File: src/hdl/assert_macros.svh
// ----------------------------------------------------------------------------
// assert_macros.svh
// Shared concurrent assertion macros for the priority queue RTL.
// ----------------------------------------------------------------------------
`ifndef ASSERT_MACROS_SVH
`define ASSERT_MACROS_SVH

// same-cycle implication
`define SPQ_ASSERT_IMP(lbl, clk, rstn, ante, cons, msg) \
	lbl: assert property (@(posedge clk) disable iff (!rstn) (ante) |-> (cons)) \
		else $error(msg);

// next-cycle implication
`define SPQ_ASSERT_NXT(lbl, clk, rstn, ante, cons, msg) \
	lbl: assert property (@(posedge clk) disable iff (!rstn) (ante) |=> (cons)) \
		else $error(msg);

`endif

File: src/hdl/spq_ram.sv
// ----------------------------------------------------------------------------
// spq_ram
// Generic single-write, single-read RAM with registered read data.
// ----------------------------------------------------------------------------
module spq_ram #(
	parameter int WIDTH = 8,
	parameter int DEPTH = 16
) (
	input  logic                     clk,
	input  logic                     wr_en,
	input  logic [$clog2(DEPTH)-1:0] wr_addr,
	input  logic [WIDTH-1:0]         wr_data,
	input  logic                     rd_en,
	input  logic [$clog2(DEPTH)-1:0] rd_addr,
	output logic [WIDTH-1:0]         rd_data
);

	logic [WIDTH-1:0] mem_q [DEPTH];

	always_ff @(posedge clk) begin
		if (wr_en) begin
			mem_q[wr_addr] <= wr_data;
		end
		if (rd_en) begin
			rd_data <= mem_q[rd_addr];
		end
	end

endmodule

File: config.mk
export PLATFORM = sky130hd
export DESIGN_NAME = spq_ram
export DESIGN_NICKNAME = d
export VERILOG_FILES = /design/src/hdl/assert_macros.svh /design/src/hdl/spq_ram.sv
export SDC_FILE = /design/constraint.sdc
export NUM_CORES = 1
export LEC_CHECK = 0
export ABC_AREA = 1
export BUFFER_PORTS_ARGS = -buffer_cell sky130_fd_sc_hd__buf_2
export CORE_MARGIN = 4
export CORE_UTILIZATION = 61
export CTS_CLUSTER_DIAMETER = 60
export DETAILED_ROUTE_END_ITERATION = 7
export MAX_ROUTING_LAYER = met4
export PLACE_DENSITY = 0.76
export SLEW_MARGIN = 40
export SYNTH_ARGS = -nofsm -noshare
export SYNTH_HDL_FRONTEND = slang
export SYNTH_SLANG_ARGS = --single-unit
File: constraint.sdc
create_clock -name clk -period 1.2 [get_ports clk]
set_input_delay 0.06 -clock clk [delete_from_list [all_inputs] [get_ports clk]]
set_output_delay 0.06 -clock clk [all_outputs]
set_load 0.005 [all_outputs]
==> results of run 1 <==
[stage by stage]
| step | setup slack [ns] | hold slack, ns | total power (µW) |
|---|---|---|---|
| finish | 0.0278 | 0.0543 | 10700 |
| global route | 0.00112 | 0.0597 | 11000 |
| CTS | 0.0275 | 0.0102 | 10700 |
| detailed placement | -0.0830 | 0.437 | 6140 |
| global placement | -0.0479 | 0.439 | 6120 |
| floorplan | 0.189 | 0.159 | 5850 |
[critical path, delay by kind of cell, from the launching register on]
| kind | cells | cell delay, ns |
|---|---|---|
| DFF | 1 | 0.36 |
| and+or+nand+nor | 5 | 0.50 |
| buffers and inverters | 1 | 0.06 |
[per-layer routing]
metal | wire length (µm) | share of wire (%)
met1 | 5600 | 41
met2 | 6270 | 46
met3 | 1250 | 9.2
met4 | 446 | 3.3
met5 | 0 | 0
[cells in the final DEF (no fill, tap or decap), types with 2 or more instances in the layout]
cell type and count:
edfxtp_1 136, inv_1 100, nand3b_1 2, buf_12 3, nand3_2 5, nand3_1 92
inv_2 2, clkinvlp_4 6, dlygate4sd3_1 10, nand2_1 172, buf_2 26, clkbuf_16 16
nor2_1 17, clkinv_1 3, buf_4 24, clkinv_2 3
[cell type report]
type	count	area, µm²
inverters	102	383
repair buffers	63	470
clock inverters	14	110
multi-input cells	289	1240
clock buffers	18	418
flip-flops and latches	136	4080
fillers	635	2420
well taps	129	161
[where the power goes]
| part | internal, µW | total [µW] | switching (µW) |
|---|---|---|---|
| Clock | 2710 | 4590 | 1890 |
| Combinational | 231 | 708 | 477 |
| Sequential | 5350 | 5380 | 29.7 |
[synthesized netlist by cell type]
| library cell | count |
|---|---|
| buf_6 | 6 |
| inv_1 | 100 |
| nand2_1 | 173 |
| buf_1 | 1 |
| nand3_1 | 97 |
| buf_4 | 4 |
| edfxtp_1 | 136 |
| nor2_1 | 17 |
| inv_2 | 2 |
| buf_2 | 13 |
| nand3b_1 | 2 |
[repair_timing]
action,CTS,global route
gates resized for setup,1,5
hold buffers,10,0
pin swaps,0,0
endpoints found under the hold margin,129,0
endpoints found under the setup margin,1,5
[registers in the layout, summed over array words and instances, names as in the netlist]
signal   count
mem_q      128
rd_data      8
[worst paths after layout]
path,start,end,slack [ns]
max,mem_q[11][5],rd_data[5],0.03
min,rd_addr[3],rd_data[0],0.05
max reg2reg,mem_q[11][5],rd_data[5],0.03
min reg2reg,mem_q[6][7],rd_data[7],0.77
[kinds of logic after synthesis]
family	after synthesis	share of synthesized area, %
buffers and inverters	126	9.39
and+or+nand+nor	289	20.8
DFF	136	69.8
==> results by group, run 1 <==
GRT
  • First-pass GRT wire length: 21,600 µm
  • Met2 Usage GRT: 40.0%
  • Global route overflow: 0
  • Pin count of the biggest net entering global routing: 48
  • GRT Total Usage: 26.7%
  • Grt met3 use: 4.55%
  • GR peak layer: met2
  • Vias in the first global route: 4,038
  • Initial antenna violation count: 0
  • GR Layer Usage met1: 36.4%

STA
  • Worst-Margin Slew: 0.579 ns
  • Setup Viol. Count Final: 0
  • Max Slew Vio Count: 0
  • Max Clk Rate: 0.853 GHz
  • Final worst-path cycle share: 97.7%
  • RSZ-0062 raised after global routing: no
  • Setup TNS: 0 ns
  • Relative slew slack: 61.3%
  • Final Skew: 0.00680 ns
  • Tmin final: 1.17 ns
  • Final Hold Fails: 0

Status
  • Status: finished, final reports clean

Finish
  • Final std cells w/o fill: 751
  • Nets: 628
  • Core Util, Final: 74.0%
  • Ant. Diodes: 0
  • Share of layout cells above drive strength 1: 14.3%
  • P&R area growth vs syn: 17.5%
  • Final instance area: 6870 µm²

Synth
  • Yosys warnings: 0
  • Share of the synthesized area in the top cell type: 69.8%
  • Post-Syn Instances: 551
  • Avg Synthesized Cell Area: 10.6 µm²
  • Post-synthesis instance area: 5850 µm²
  • Cells taking the most area after synthesis: edfxtp_1, nand2_1, nand3_1
  • Synthesis-stage register bit count: 136
  • Synth area leader: edfxtp_1
  • Post-Syn Nets: 570
  • Sequential share of the synthesized area: 69.8%
  • Post-synth cell types: 11

Floorplanning
  • Initial Util: 63.0%
  • Die span in x: 106 µm
  • Cell Rows: 35
  • I/O pins: 27
  • Die Span Y: 106 µm
  • Core area: 9280 µm²
  • Die ar.: 11,200 µm²

Place
  • Cell Area, Placed: 6210 µm²
  • Final HPWL DP: 8260 µm
  • GPL Wtd Cong: 0.863
  • Port Buffers: 26
  • Cells after DPL: 709

Clock tree
  • TritonCTS clock tree: yes
  • Clock Latency Late Sink: 0.52 ns
  • Post-CTS Setup Bufs: 0
  • Root Buffer: clkbuf_8
  • CTS Buf Count: 17
  • Sink Count: 136
  • CTS H-tree lvls: 4
  • Worst-path clk slew: 0.06 ns
  • CTS max path bufs: 2

Drt
  • WL/cell: 18.1 µm
  • DRT Pass-1 Iters: 5
  • DRC Markers: 0
  • Final wirelength: 13,600 µm
  • Vias/cell: 5.48
  • DRT antenna net count: 0
  • DR iter-0 viols: 466
  • Via count: 4,112

Worst setup path
  • Critical-path cell list: inv_1, nand2_1, nand3_1, nand3_1, nand3_2, nand2_1
  • Crit Path Max Fanout: 1
  • Critical Path End Type: flip-flop
  • CP startpoint kind: flip-flop
  • Critical Path Slowest Stage Cell: edfxtp_1
  • Worst R2R Path Depth: 6
  • Worst Path Required: 1.48 ns
  • Slowest stage delay, CP: 0.36 ns
  • Crit path DAT: 1.45 ns
  • Critical path class: reg2reg

Power and ir drop
  • Pwr/cell area: 1560 nW/µm²
  • Maximum VDD drop: 0.896 mV
  • LEAKAGE: 0.00298 µW

Hold path
  • Hold path depth: 3
  • HP Class: in2reg

Flow run
  • MaxCap Viol Count: 0
Note: power is estimated with default switching activity, not from simulation.
==> inputs of run 2 (changes only) <==
- CORE_MARGIN: 4 -> 2
- clock period: 1.2 -> 1.3 ns (I/O delays scaled with it)
==> results by group, run 2 (synthesis gave the netlist of run 1 again) <==
Worst setup path
  • Critical Path Slowest Stage Cell: edfxtp_1
  • Family with the most delay on the worst path: simple AND/OR/NAND/NOR gates
  • CP startpoint kind: flip-flop
  • Worst Path Required: 1.57 ns
  • CP dominant cell by count: nand3_1
  • WP buf/inv: 1
  • Slowest stage delay, CP: 0.36 ns
  • Crit Path Max Fanout: 1
  • Crit path DAT: 1.47 ns
  • Critical-path cell list: inv_1, nand2_1, nand3_1, nand3_1, nand3_1, nand2_1
  • Critical Path End Type: flip-flop
  • Critical path class: reg2reg

Floorplanning
  • Die Span Y: 102 µm
  • Initial Util: 63.0%
  • Core area: 9280 µm²
  • Cell Rows: 35
  • Die span in x: 102 µm
  • Die ar.: 10,400 µm²
  • I/O pins: 27

GRT
  • Vias in the first global route: 3,927
  • Pin count of the biggest net entering global routing: 65
  • First-pass GRT wire length: 20,800 µm
  • Global route overflow: 0
  • GRT Total Usage: 28.9%
  • Initial antenna violation count: 0

Finish
  • Most common cell after layout, fill and taps aside: nand2_1
  • Footprint of the multi-input gates: 1210 µm²
  • Storage cell area: 4080 µm²
  • Fillers: 654
  • P&R area growth vs syn: 16.7%
  • Nets: 624
  • Most flops, register: mem_q
  • Ant. Diodes: 0
  • Share of layout cells above drive strength 1: 13.4%
  • Most frequent cells in the layout: nand2_1, edfxtp_1, inv_1, nand3_1, buf_2
  • Biggest regs: mem_q: 128 flops, rd_data: 8 flops
  • Max reg flops: 128

Place
  • Final HPWL DP: 8090 µm
  • Port Buffers: 26
  • GPL Wtd Cong: 0.858
  • DP Worst Slack: 0.0288 ns

Clock tree
  • CTS H-tree lvls: 4
  • Post-CTS Setup Bufs: 0
  • Root Buffer: clkbuf_8
  • # hold bufs at CTS: 9
  • CTS Buf Count: 17
  • TritonCTS clock tree: yes
  • CTS max path bufs: 2
  • Clock Latency Late Sink: 0.53 ns
  • CTS resizes: 0
  • Sink Count: 136
  • Worst-path clk slew: 0.06 ns

Hold path
  • HP Class: in2reg

STA
  • Tmin final: 1.20 ns
  • Setup ws final: 0.102 ns
  • Worst-Margin Slew: 0.567 ns
  • Max Slew Vio Count: 0
  • Max Clk Rate: 0.835 GHz
  • RSZ-0062 raised after global routing: no
  • Final worst-path cycle share: 92.1%
  • Setup TNS: 0 ns
  • Final Skew: 0.00732 ns
  • Relative slew slack: 62.1%
  • Setup Viol. Count Final: 0
  • Final Hold Fails: 0

Status
  • Status: finished, final reports clean

Drt
  • Vias/cell: 5.40
  • Final wirelength: 13,200 µm
  • Via count: 4,032
  • WL/cell: 17.6 µm
  • DR iter-0 viols: 485
  • DRC Markers: 0
  • DRT antenna net count: 0
  • DRT Pass-1 Iters: 5

Power and ir drop
  • LEAKAGE: 0.00296 µW
  • Pwr/cell area: 1460 nW/µm²
  • Maximum VDD drop: 0.977 mV

Flow run
  • MaxCap Viol Count: 0
==> run 2: changes by cell type in the layout (fill, tap and decap cells not counted) <==
cell,change
buf_4,-3
clkbuf_1,-1
clkinv_1,-2
dlygate4sd3_1,-1
inv_6,+3
nand2_1,+1
nand2_2,-1
nand3_1,+5
nand3_2,-5
==> run 2: per-stage QoR <==
stage                     std cells  hold slack [ns]  power (µW)  utilization, %  area (µm²)
final                           747           0.0227        9950            73.5        6820
after CTS                       747           0.0107        9970            73.5        6820
after global placement          706            0.434        5640            66.7        6190
after global routing            747           0.0354       10300            73.5        6820
after floorplan                 551            0.164        5400               -        5850
after detailed placement        706            0.442        5660            66.7        6190
==> run 2: where the power goes <==
part | leakage (µW) | switching [µW] | internal [µW] | total, µW
Sequential | 0.00124 | 26.8 | 4940 | 4970
Clock | 0.000250 | 1820 | 2530 | 4350
Combinational | 0.00147 | 432 | 201 | 633
==> run 2: per-layer routing <==
metal / track usage [%] / wire, µm
met1: 38.5 / 5390
met4: 10.2 / 267
met3: 6.91 / 1180
met2: 44.2 / 6350
met5: - / 0
==> run 2: final cells by class <==
cell class                 count  share of cell area, %
sequential                   136                   59.9
multi-input combinational    289                   17.8
timing repair buffer          59                   6.42
clock buffer                  17                   6.07
inverter                     102                   5.61
tap                          129                   2.37
clock inverter                15                   1.89
==> run 2: worst paths after layout <==
path	from	depth (start not counted)	slack, ns	endpoint
max	mem_q[11][4]	6	0.10	rd_data[4]
min	rd_addr[2]	4	0.02	rd_data[1]
max reg2reg	mem_q[11][4]	6	0.10	rd_data[4]
min reg2reg	mem_q[4][6]	6	0.77	rd_data[6]
==> run 2: tightest hold or removal path, cell delays in order <==
cell     delay [ns]
buf_2          0.14
nand3_1        0.09
nand3_1        0.07
nand2_1        0.07
