--- src/hdl/assert_macros.svh ---
// ----------------------------------------------------------------------------
// assert_macros.svh
// Shared concurrent assertion macros for the priority queue RTL.
// ----------------------------------------------------------------------------
`ifndef ASSERT_MACROS_SVH
`define ASSERT_MACROS_SVH

// same-cycle implication
`define SPQ_ASSERT_IMP(lbl, clk, rstn, ante, cons, msg) \
	lbl: assert property (@(posedge clk) disable iff (!rstn) (ante) |-> (cons)) \
		else $error(msg);

// next-cycle implication
`define SPQ_ASSERT_NXT(lbl, clk, rstn, ante, cons, msg) \
	lbl: assert property (@(posedge clk) disable iff (!rstn) (ante) |=> (cons)) \
		else $error(msg);

`endif

--- src/hdl/spq_pkg.sv ---
// ----------------------------------------------------------------------------
// spq_pkg
// Types and constants for the stable priority queue.
// ----------------------------------------------------------------------------
package spq_pkg;

	localparam int QUEUE_DEPTH_DEF = 16;
	localparam int VALUE_W         = 32;
	localparam int PRIO_W          = 8;
	localparam int ENTRY_W         = VALUE_W + PRIO_W;

	typedef enum logic [1:0] {
		OP_ENQ = 2'd0,
		OP_DEQ = 2'd1,
		OP_TRV = 2'd2,
		OP_RSV = 2'd3
	} op_t;

	typedef enum logic [2:0] {
		ST_INSERTED  = 3'd0,
		ST_REMOVED   = 3'd1,
		ST_UNDERFLOW = 3'd2,
		ST_OVERFLOW  = 3'd3,
		ST_LISTED    = 3'd4,
		ST_EMPTY     = 3'd5
	} status_t;

	typedef enum logic [1:0] {
		AS_POS,
		AS_POSM1,
		AS_IDX,
		AS_HEAD
	} addr_sel_t;

	typedef enum logic [3:0] {
		S_IDLE,
		S_ERD,
		S_ECMP,
		S_INS,
		S_DRD,
		S_DOUT,
		S_TRD,
		S_TOUT,
		S_OVF,
		S_UND,
		S_EMP
	} state_t;

	typedef struct packed {
		logic in_valid;
		op_t  op;
		logic full;
		logic empty;
		logic pos_one;
		logic gt;
		logic out_free;
		logic idx_last;
	} stat_t;

	typedef struct packed {
		logic      in_ready;
		logic      item_ld;
		logic      rd_en;
		logic      wr_en;
		logic      wr_item;
		addr_sel_t asel;
		logic      pos_dec;
		logic      cnt_inc;
		logic      cnt_dec;
		logic      head_inc;
		logic      idx_inc;
		logic      out_ld;
		status_t   out_status;
		logic      out_data;
		logic      out_last;
	} ctl_t;

endpackage

--- src/hdl/spq_ctrl.sv ---
// ----------------------------------------------------------------------------
// spq_ctrl
// Sequencer for insert-shift, dequeue and traverse over the shared RAM address.
// ----------------------------------------------------------------------------
module spq_ctrl import spq_pkg::*; (
	input  logic  clk,
	input  logic  arst_n,
	input  stat_t st,
	output ctl_t  ctl
);

	state_t state_q, state_d;

	always_ff @(posedge clk or negedge arst_n) begin
		if (!arst_n) begin
			state_q <= S_IDLE;
		end else begin
			state_q <= state_d;
		end
	end

	always_comb begin
		state_d = state_q;
		unique case (state_q)
			S_IDLE: begin
				if (st.in_valid) begin
					unique case (st.op)
						OP_ENQ: begin
							if (st.full) begin
								state_d = S_OVF;
							end else if (st.empty) begin
								state_d = S_INS;
							end else begin
								state_d = S_ERD;
							end
						end
						OP_DEQ: state_d = st.empty ? S_UND : S_DRD;
						OP_TRV: state_d = st.empty ? S_EMP : S_TRD;
						default: state_d = S_IDLE;
					endcase
				end
			end
			S_ERD: state_d = S_ECMP;
			S_ECMP: begin
				if (st.gt && !st.pos_one) begin
					state_d = S_ERD;
				end else begin
					state_d = S_INS;
				end
			end
			S_DRD: state_d = S_DOUT;
			S_TRD: state_d = S_TOUT;
			S_TOUT: begin
				if (st.out_free) begin
					state_d = st.idx_last ? S_IDLE : S_TRD;
				end
			end
			S_INS, S_DOUT, S_OVF, S_UND, S_EMP: begin
				if (st.out_free) begin
					state_d = S_IDLE;
				end
			end
			default: state_d = S_IDLE;
		endcase
	end

	always_comb begin
		ctl            = '0;
		ctl.asel       = AS_POS;
		ctl.out_status = ST_INSERTED;
		ctl.out_last   = 1'b1;
		unique case (state_q)
			S_IDLE: begin
				ctl.in_ready = 1'b1;
				ctl.item_ld  = st.in_valid;
			end
			S_ERD: begin
				ctl.rd_en = 1'b1;
				ctl.asel  = AS_POSM1;
			end
			S_ECMP: begin
				ctl.wr_en   = st.gt;
				ctl.pos_dec = st.gt;
			end
			S_INS: begin
				ctl.wr_en   = st.out_free;
				ctl.wr_item = 1'b1;
				ctl.cnt_inc = st.out_free;
				ctl.out_ld  = st.out_free;
			end
			S_DRD: begin
				ctl.rd_en = 1'b1;
				ctl.asel  = AS_HEAD;
			end
			S_DOUT: begin
				ctl.out_ld     = st.out_free;
				ctl.out_status = ST_REMOVED;
				ctl.out_data   = 1'b1;
				ctl.head_inc   = st.out_free;
				ctl.cnt_dec    = st.out_free;
			end
			S_TRD: begin
				ctl.rd_en = 1'b1;
				ctl.asel  = AS_IDX;
			end
			S_TOUT: begin
				ctl.out_ld     = st.out_free;
				ctl.out_status = ST_LISTED;
				ctl.out_data   = 1'b1;
				ctl.out_last   = st.idx_last;
				ctl.idx_inc    = st.out_free;
			end
			S_OVF: begin
				ctl.out_ld     = st.out_free;
				ctl.out_status = ST_OVERFLOW;
			end
			S_UND: begin
				ctl.out_ld     = st.out_free;
				ctl.out_status = ST_UNDERFLOW;
			end
			S_EMP: begin
				ctl.out_ld     = st.out_free;
				ctl.out_status = ST_EMPTY;
			end
			default: ctl.asel = AS_POS;
		endcase
	end

endmodule

--- config.mk ---
export PLATFORM = sky130hd
export DESIGN_NAME = spq_ctrl
export DESIGN_NICKNAME = d
export VERILOG_FILES = /design/src/hdl/assert_macros.svh /design/src/hdl/spq_pkg.sv /design/src/hdl/spq_ctrl.sv
export SDC_FILE = /design/constraint.sdc
export NUM_CORES = 1
export LEC_CHECK = 0
export BUFFER_PORTS_ARGS = -buffer_cell sky130_fd_sc_hd__buf_2
export CAP_MARGIN = 0
export CELL_PAD_IN_SITES_DETAIL_PLACEMENT = 1
export CELL_PAD_IN_SITES_GLOBAL_PLACEMENT = 2
export CORE_UTILIZATION = 20
export DETAILED_ROUTE_END_ITERATION = 7
export PLACE_DENSITY_LB_ADDON = 0.1
export SYNTH_ARGS = -nofsm -noshare
export SYNTH_HDL_FRONTEND = slang
export SYNTH_SLANG_ARGS = --single-unit
--- constraint.sdc ---
create_clock -name clk -period 1.4 [get_ports clk]
set_input_delay 0.14 -clock clk [delete_from_list [all_inputs] [get_ports clk]]
set_output_delay 0.14 -clock clk [all_outputs]
set_load 0.02 [all_outputs]
==> results of run 1 <==
[where the power goes]
part           leakage [nW]  internal [mW]  total, mW  switching [mW]
registers            0.0463          0.171      0.253          0.0811
logic                 0.588           1.43       2.61            1.17
clock network        0.0138         0.0968      0.156          0.0597
total                 0.648           1.70       3.02            1.31
[critical path, delay by kind of cell (launching register included)]
family / cells / cell delay [ns]
multiplexers: 1 / 0.33
AO/OA/AOI/OAI: 2 / 0.34
buffers and inverters: 2 / 0.30
flip-flops: 1 / 0.42
AND/OR/NAND/NOR: 1 / 0.14
[worst max path at each step]
stage / to / slack [ns]
after floorplan: ctl[8] / -0.11
after global placement: state_q[2] / -0.16
after detailed placement: state_q[2] / -0.16
after CTS: ctl[4] / -0.19
after global routing: ctl[7] / -0.31
final: state_q[2] / -0.26
[cells in the final DEF, fill, tap and decap left out, types with 2 or more instances in the layout]
cell,instances
nor3_4,2
o21ai_0,2
o21ai_2,2
buf_6,27
and3_4,2
nand2_2,2
nor2b_1,2
buf_2,12
and2_4,2
mux2_4,2
clkbuf_4,3
nand3_1,3
inv_1,6
nor2_1,3
buf_4,26
dfrtp_2,4
nand2_1,3
nor3_1,2
nor2_4,4
[cells by family after synthesis]
logic type	synth area share, %
AOI/OAI and AO/OA	26.0
buffers and inverters	11.9
and+or+nand+nor	34.0
muxes	7.16
xor gates and xnor gates	3.13
DFF	17.9
[metal layers]
layer | vias to the layer above | routed length [um]
li1 | 389 | -
met1 | 385 | 1220
met2 | 20 | 1440
met3 | 2 | 63
met4 | 0 | 35
met5 | - | 0
[what timing repair did]
item                       CTS  global route
gates resized for setup     46            31
pin swaps                    6            12
hold buffers                 1             0
hold endpoints to repair     4             0
setup endpoints to repair   22            22
setup buffers               12            12
[per-stage QoR]
stage | cell area [sq um] | TNS [ns] | setup WS [ns]
2_1_floorplan | 592 | -0.115 | -0.108
3_3_place_gp | 856 | -0.729 | -0.165
3_5_place_dp | 856 | -0.602 | -0.156
4_1_cts | 1140 | -1.73 | -0.186
5_1_grt | 1350 | -4.36 | -0.305
6_report | 1350 | -3.38 | -0.258
[layout make-up]
type / count / area, sq um / share of cell area, %
Tap cell: 30 / 37.5 / 2.79
Timing Repair Buffer: 68 / 604 / 44.9
Multi-Input combinational cell: 57 / 543 / 40.4
Inverter: 8 / 32.5 / 2.42
Sequential cell: 4 / 105 / 7.81
Clock buffer: 3 / 22.5 / 1.67
==> impl_metrics.toml, run 1 <==
[run_status]
status = "finished with violations"
violations = "negative setup slack"

[setup_path]
regToRegStartpoint = "state_q[2]"
critPathLaunch = "state_q[2]"
critPathCaptureType = "flop"
r2r_slack_ns = -0.26
reg2reg_to = "state_q[2]"
path_max_fanout = 6
cp_slowest_cell = "dfrtp_2"
ff2ff_path_depth = 6
start_kind = "flop"
crit_chain = "buf_12 -> nor2_4 -> o32ai_4 -> buf_4 -> a22oi_4 -> mux2_4"
worst_ep_required_time_ns = 1.53
cp_slowest_stage_delay_ns = 0.42
arrival_ns = 1.78
worstSetupPathType = "reg -> reg"

[clocking]
cts_buffer_depth = 2
cts.sinks = 4
clk_latency_ns = 0.25
htreeDepth = 1
cts.clk_slew.worst_paths_ns = 0.05
cts-root-buf = "clkbuf_4"
cts_buffers = 3
cts_tree = "built"

[route]
post-route-drc-count = 0
viasPerCell = 4.68
detail_route.wl_per_cell_um = 16.2
ant_nets = 0
vias = 796
dr.pass1.iters = 4
drtIter0Drc = 6
wl_um = 2760

[placement]
gp_congestion = 0.827
port_buffers = 28
placed_cells = 143
post-dp-hpwl_um = 1600

[timing]
worst_pin_slew_ns = 0.494
fmax_ghz = 0.603
fin_crit_ns = 1.66
clock_skew_ns = 0.00683
whs_ns = 0.242
setup_ws_ns = -0.258
rsz0062_at_grt = "yes"
fin_crit_sh_pct = 118
slew_headroom_pct = 66.7
hold_violations = 0
drv_slew = 0
setup_viol = 21

[finish]
final_util_pct = 52.4
stdcell_count = 170
reg_top3 = "state_q: 4 flops"
antenna_cells = 0
largest_reg_flops = 4
layout.nets = 153
syn2layout_area_growth_pct = 140
drive_gt1_share_pct = 76.4
n_fill_cell = 305
regMostFlops = "state_q"

[yosys]
postSynthCellCount = 74
yosys-top-cells-area = "dfrtp_1, mux2_4, o32ai_4, inv_1, nor2_1"
ys_seq_elements = 4
ys_seq_area_share_pct = 17.9
synth_area_per_cell_sq_um = 7.56
synth_area_sq_um = 559
ys_warn_count = 0
ys.flop_type = "dfrtp_1"
yosys-top-cells-count = "inv_1, nor2_1, nand2_1"
synth_top_area_share_pct = 17.9
syn_nets = 85
ys_async_sr_fraction_pct = 100
synth-edff-count = 0
yosysUniqueCellTypes = 37
yosysTopAreaCell = "dfrtp_1"

[global_routing]
first_global_vias = 721
grt_use_total_pct = 17.4
grt_max_degree = 9
grt_pass1_wl_um = 3620
use_met1_pct = 22.4
grt_busiest_layer = "met2"
met3_usage_pct = 2.50
grtUsageMet2_pct = 30.7
grt_overflow = 0
antenna_found_initial = 0

[power_and_ir_drop]
ir_worst_vdd_mv = 1.27
power_density_nw_per_um2 = 2240
p_leak_nw = 0.648
finalPower_mw = 3.02

[die]
rows = 18
fp.dieW_um = 54.9
fp.coreArea_sq_um = 2570
die-area_sq_um = 3010
die_y_um = 54.9
io_pins = 29
start_util_pct = 21.8

[min_path]
hold_class = "in -> reg"
min_from = "st[4]"
worstHoldEndpoint = "state_q[3]"
holdPathStages = 3

[run]
maxCapViolations = 0
(Power assumes the default switching activity.)
==> run 2: changes to the inputs <==
CORE_UTILIZATION = 22   (was 20)
clock period = 1.6 ns   (was 1.4 ns; I/O delays follow)
==> run 2 against run 1 <==
Against the previous run: the run still ends with negative setup slack left; non-clock buffer count shrank 13; clock power is 22% lower; die area decreased by 8.8%; first-iteration DRC count rose to 3.2 times the previous value; critical path type unchanged.
==> impl_metrics.toml, run 2 (synthesis gave the netlist of run 1 again) <==
[global_routing]
grt_use_total_pct = 16.5
antenna_found_initial = 0
grt_max_degree = 8
grt_pass1_wl_um = 3260
first_global_vias = 731
grt_overflow = 0

[clocking]
cts_buffer_depth = 2
cts.sinks = 4
cts_tree = "built"
cts_buffers = 3
htreeDepth = 1
cts.clk_slew.worst_paths_ns = 0.04
clk_latency_ns = 0.23
cts-root-buf = "clkbuf_4"

[finish]
largest_reg_flops = 4
reg_top3 = "state_q: 4 flops"
final_cell_mix = "buf_4, buf_2, buf_6"
n_fill_cell = 290
antenna_cells = 0
layout_commonest_cell = "buf_4"
final_util_pct = 47.0
syn2layout_area_growth_pct = 93.1
layout.nets = 140
drive_gt1_share_pct = 64.6
regMostFlops = "state_q"

[timing]
clock_skew_ns = 0.00418
rsz0062_at_grt = "yes"
slew_headroom_pct = 75.7
whs_ns = 0.262
tns_ns = -0.130
drv_slew = 0
fmax_ghz = 0.603
fin_crit_ns = 1.66
hold_violations = 0
setup_ws_ns = -0.0589
worst_pin_slew_ns = 0.359
fin_crit_sh_pct = 104
setup_viol = 4

[die]
rows = 17
die_y_um = 52.4
io_pins = 29
start_util_pct = 24.3
fp.dieW_um = 52.4
die-area_sq_um = 2750
fp.coreArea_sq_um = 2300

[route]
vias = 741
wl_met1_um = 954
detail_route.wl_per_cell_um = 13.8
drtIter0Drc = 19
viasPerCell = 4.78
met2_length_um = 1110
wl_met3_um = 74
dr.pass1.iters = 4
wl_um = 2140
ant_nets = 0
top_layer_used = "met3"
post-route-drc-count = 0

[run_status]
status = "finished with violations"
violations = "negative setup slack"

[power_and_ir_drop]
finalPower_mw = 2.08
ir_worst_vdd_mv = 0.796
power_density_nw_per_um2 = 1930
p_leak_nw = 0.549

[run]
maxCapViolations = 0

[placement]
port_buffers = 28
dp_slack_ns = 0.0726
post-dp-hpwl_um = 1560
gp_congestion = 0.812

[setup_path]
worst_ep_required_time_ns = 1.71
critPathLaunch = "state_q[2]"
worstSetupPathType = "reg -> reg"
regToRegStartpoint = "state_q[2]"
path_max_fanout = 6
arrival_ns = 1.77
critPathCaptureType = "flop"
start_kind = "flop"

[min_path]
hold_class = "in -> async"
==> run 2: area by class of cell <==
type	instances	area [sq um]	area share (%)
timing repair buffer	55	412	38.1
inverter	8	32.5	3.01
clock buffer	3	22.5	2.09
multi-input combinational	57	473	43.8
sequential	4	105	9.73
tap	28	35.0	3.24
==> run 2: worst paths after layout <==
kind	slack, ns	depth (start not counted)	end
min in group clk	0.32	3	state_q[3]
worst min register to register	0.73	2	state_q[3]
max in group asynchronous	1.20	2	state_q[0]
worst max-delay path	-0.06	6	state_q[0]
worst min-delay path	0.26	2	state_q[3]
worst max register to register	-0.06	6	state_q[0]
==> run 2: critical path, cell delays in order (launching register included) <==
cell and delay [ns]:
dfrtp_2 0.45, buf_4 0.16, nor2_4 0.13, o32ai_4 0.10, buf_4 0.15, a22oi_4 0.22
mux2_4 0.32
==> run 2: what timing repair did <==
item,CTS,global route
endpoints found under the setup margin,12,14
hold buffers,1,0
pin swaps,9,10
gates resized for setup,23,19
setup buffers,9,5
hold endpoints to repair,4,0
==> run 2: per-layer routing <==
layer	vias to the layer above	track usage, %
li1	364	-
met1	359	19.5
met2	18	29.1
met3	0	1.74
met4	0	7.89
met5	-	0
==> run 2: stage by stage <==
stage	cell area, sq um	std cells
after global routing	1080	155
after global placement	802	137
final	1080	155
after detailed placement	802	137
after floorplan	571	74
after CTS	972	150
==> run 2: power by group <==
part	internal, mW	switching (mW)
clock network	0.0837	0.0379
registers	0.150	0.0782
logic	0.925	0.805
==> run 3: changes to the inputs <==
ABC_AREA = 1   (was default)
CORE_UTILIZATION = 18   (was 22)
==> run 3 against run 2 <==
Against the previous run: the run now ends clean; via count shrank 14%; flip-flop and latch count is the same; utilization shrank 19 points; cell count shrank 2.6%; clock power grew 4%; cell area shrank 35%; critical path type is now reg -> out; critical endpoint is now ctl[16]; highest routed layer unchanged.
==> impl_metrics.toml, run 3 <==
[run_status]
status = "completed"

[yosys]
yosys-top-cells-area = "nand2_1, dfrtp_1, inv_1, nor2_1, nand3_1"
synth_area_sq_um = 484
yosys-top-cells-count = "nand2_1, inv_1, nor2_1"
synth-simple-area-share_pct = 56.1
ys_seq_area_share_pct = 20.7
ys_seq_elements = 4
synth_area_per_cell_sq_um = 5.38
yosysTopAreaCell = "nand2_1"
synth-xor-area-share_pct = 0
ys_warn_count = 0
ys_async_sr_fraction_pct = 100
synthAdderAreaFrac_pct = 0
postSynthCellCount = 90
syn_nets = 101
yosysUniqueCellTypes = 16
synth_top_area_share_pct = 23.3
muxShareOfSynthArea_pct = 0
yosysMostFrequentCell = "nand2_1"
synth-edff-count = 0
synth_top_family_by_area = "simple AND/OR/NAND/NOR gates"
ys.flop_type = "dfrtp_1"
synth_compound_area_share_pct = 8.53

[global_routing]
grt_max_degree = 7
first_global_vias = 625
antenna_found_initial = 0
grt_use_total_pct = 12.7
grt_overflow = 0
grt_pass1_wl_um = 2610

[route]
dr.pass1.iters = 3
wl_um = 1590
viasPerCell = 4.21
detail_route.wl_per_cell_um = 10.5
vias = 636
drtIter0Drc = 5
post-route-drc-count = 0
ant_nets = 0

[finish]
layout.nets = 134
final_cell_mix = "nand2_1, buf_2, inv_1"
drive_gt1_share_pct = 38.0
layout_commonest_cell = "nand2_1"
regMostFlops = "state_q"
reg_top3 = "state_q: 4 flops"
n_fill_cell = 340
final_area_sq_um = 707
antenna_cells = 0
largest_reg_flops = 4
syn2layout_area_growth_pct = 46.0

[timing]
hold_violations = 0
slew_headroom_pct = 85.1
worst_pin_slew_ns = 0.224
fin_crit_sh_pct = 94.9
rsz0062_at_grt = "yes"
setup_viol = 0
fmax_ghz = 0.659
fin_crit_ns = 1.52
drv_slew = 0
clock_skew_ns = 0.00238

[setup_path]
path_max_fanout = 5
start_kind = "flop"
critPathCaptureType = "primary output"
worst_ep_required_time_ns = 1.44
arrival_ns = 1.36
r2r_slack_ns = 0.31
regToRegStartpoint = "state_q[0]"
ff2ff_path_depth = 8
worstSetupPathType = "reg -> out"
reg2reg_to = "state_q[3]"

[clocking]
cts-root-buf = "clkbuf_4"
cts_buffers = 3
clk_latency_ns = 0.23
cts.sinks = 4
cts_buffer_depth = 2
htreeDepth = 1
cts_tree = "built"
cts.clk_slew.worst_paths_ns = 0.04

[min_path]
hold_class = "in -> async"

[run]
maxCapViolations = 0

[power_and_ir_drop]
power_density_nw_per_um2 = 1720
ir_worst_vdd_mv = 0.531
p_leak_nw = 0.472
finalPower_mw = 1.22

[placement]
dpl_cell_area_sq_um = 654
post-dp-hpwl_um = 1410
port_buffers = 28
gp_congestion = 0.790

[die]
io_pins = 29
die_y_um = 53.9
fp.dieW_um = 53.9
rows = 18
start_util_pct = 19.4
die-area_sq_um = 2900
fp.coreArea_sq_um = 2500
==> run 3: cell count changes in the layout (fill, tap and decap cells not counted), moves of 3 or more <==
cell,change
buf_6,-11
nand2_1,+23
nand2_2,+4
inv_1,+8
nor3_1,-3
buf_4,-25
buf_2,+10
nand3_1,+7
nor2_1,+8
==> run 3: how the worst max path moves through the flow <==
stage / startpoint / endpoint / slack [ns]
4_1_cts: state_q[3] / ctl[5] / 0.02
3_3_place_gp: state_q[2] / ctl[5] / 0.19
3_5_place_dp: state_q[3] / ctl[5] / 0.24
6_report: state_q[0] / ctl[16] / 0.08
5_1_grt: state_q[3] / ctl[5] / -0.03
2_1_floorplan: state_q[2] / state_q[3] / 0.13
==> run 3: what timing repair did <==
item | CTS | global route
buffers inserted | 0 | 0
endpoints found under the setup margin | 1 | 3
gates cloned | 0 | 0
hold buffers | 1 | 0
gates resized for setup | 2 | 5
endpoints found under the hold margin | 4 | 0
==> run 3: metrics by stage <==
step	instances	TNS [ns]	hold slack (ns)	setup WS, ns	utilization (%)
6_report	151	0	0.264	0.0815	28.3
4_1_cts	151	0	0.256	0.0234	27.6
3_3_place_gp	147	0	-0.0330	0.194	26.2
2_1_floorplan	90	0	-0.136	0.134	-
3_5_place_dp	147	0	-0.0269	0.242	26.2
5_1_grt	151	-0.0441	0.278	-0.0270	28.3
==> run 3: layer usage <==
metal | share of wire (%) | vias up | global-route usage, %
met5 | 0 | - | 0
met4 | 0 | 0 | 3.95
met3 | 4.0 | 0 | 2.54
met2 | 53 | 18 | 23.9
met1 | 43 | 279 | 14.1
li1 | - | 339 | -
==> run 3: worst max-delay path, stage by stage (launching register included) <==
cell and delay (ns):
dfrtp_1 0.43, inv_1 0.15, nand2_1 0.17, nor3_2 0.18
buf_2 0.20
==> run 3: cell type report <==
cell class	count	area, sq um	area share, %
Timing Repair Buffer	29	150	21.2
Tap cell	30	37.5	5.31
Inverter	17	63.8	9.03
Multi-Input combinational cell	68	330	46.7
Clock buffer	3	22.5	3.19
Sequential cell	4	103	14.5
==> run 3: cells by family (layout without fill, tap and decap cells) <==
logic type,after synthesis,after routing
AND/OR/NAND/NOR,63,63
buffers and inverters,18,49
AO/OA/AOI/OAI,5,5
flip-flops,4,4
==> run 3: report_power, final <==
group          total (mW)  switching (mW)  internal (mW)  leakage (nW)
sequential          0.209          0.0618          0.147        0.0488
clock               0.127          0.0426         0.0840        0.0138
combinational       0.881           0.602          0.279         0.410
total                1.22           0.706          0.510         0.472
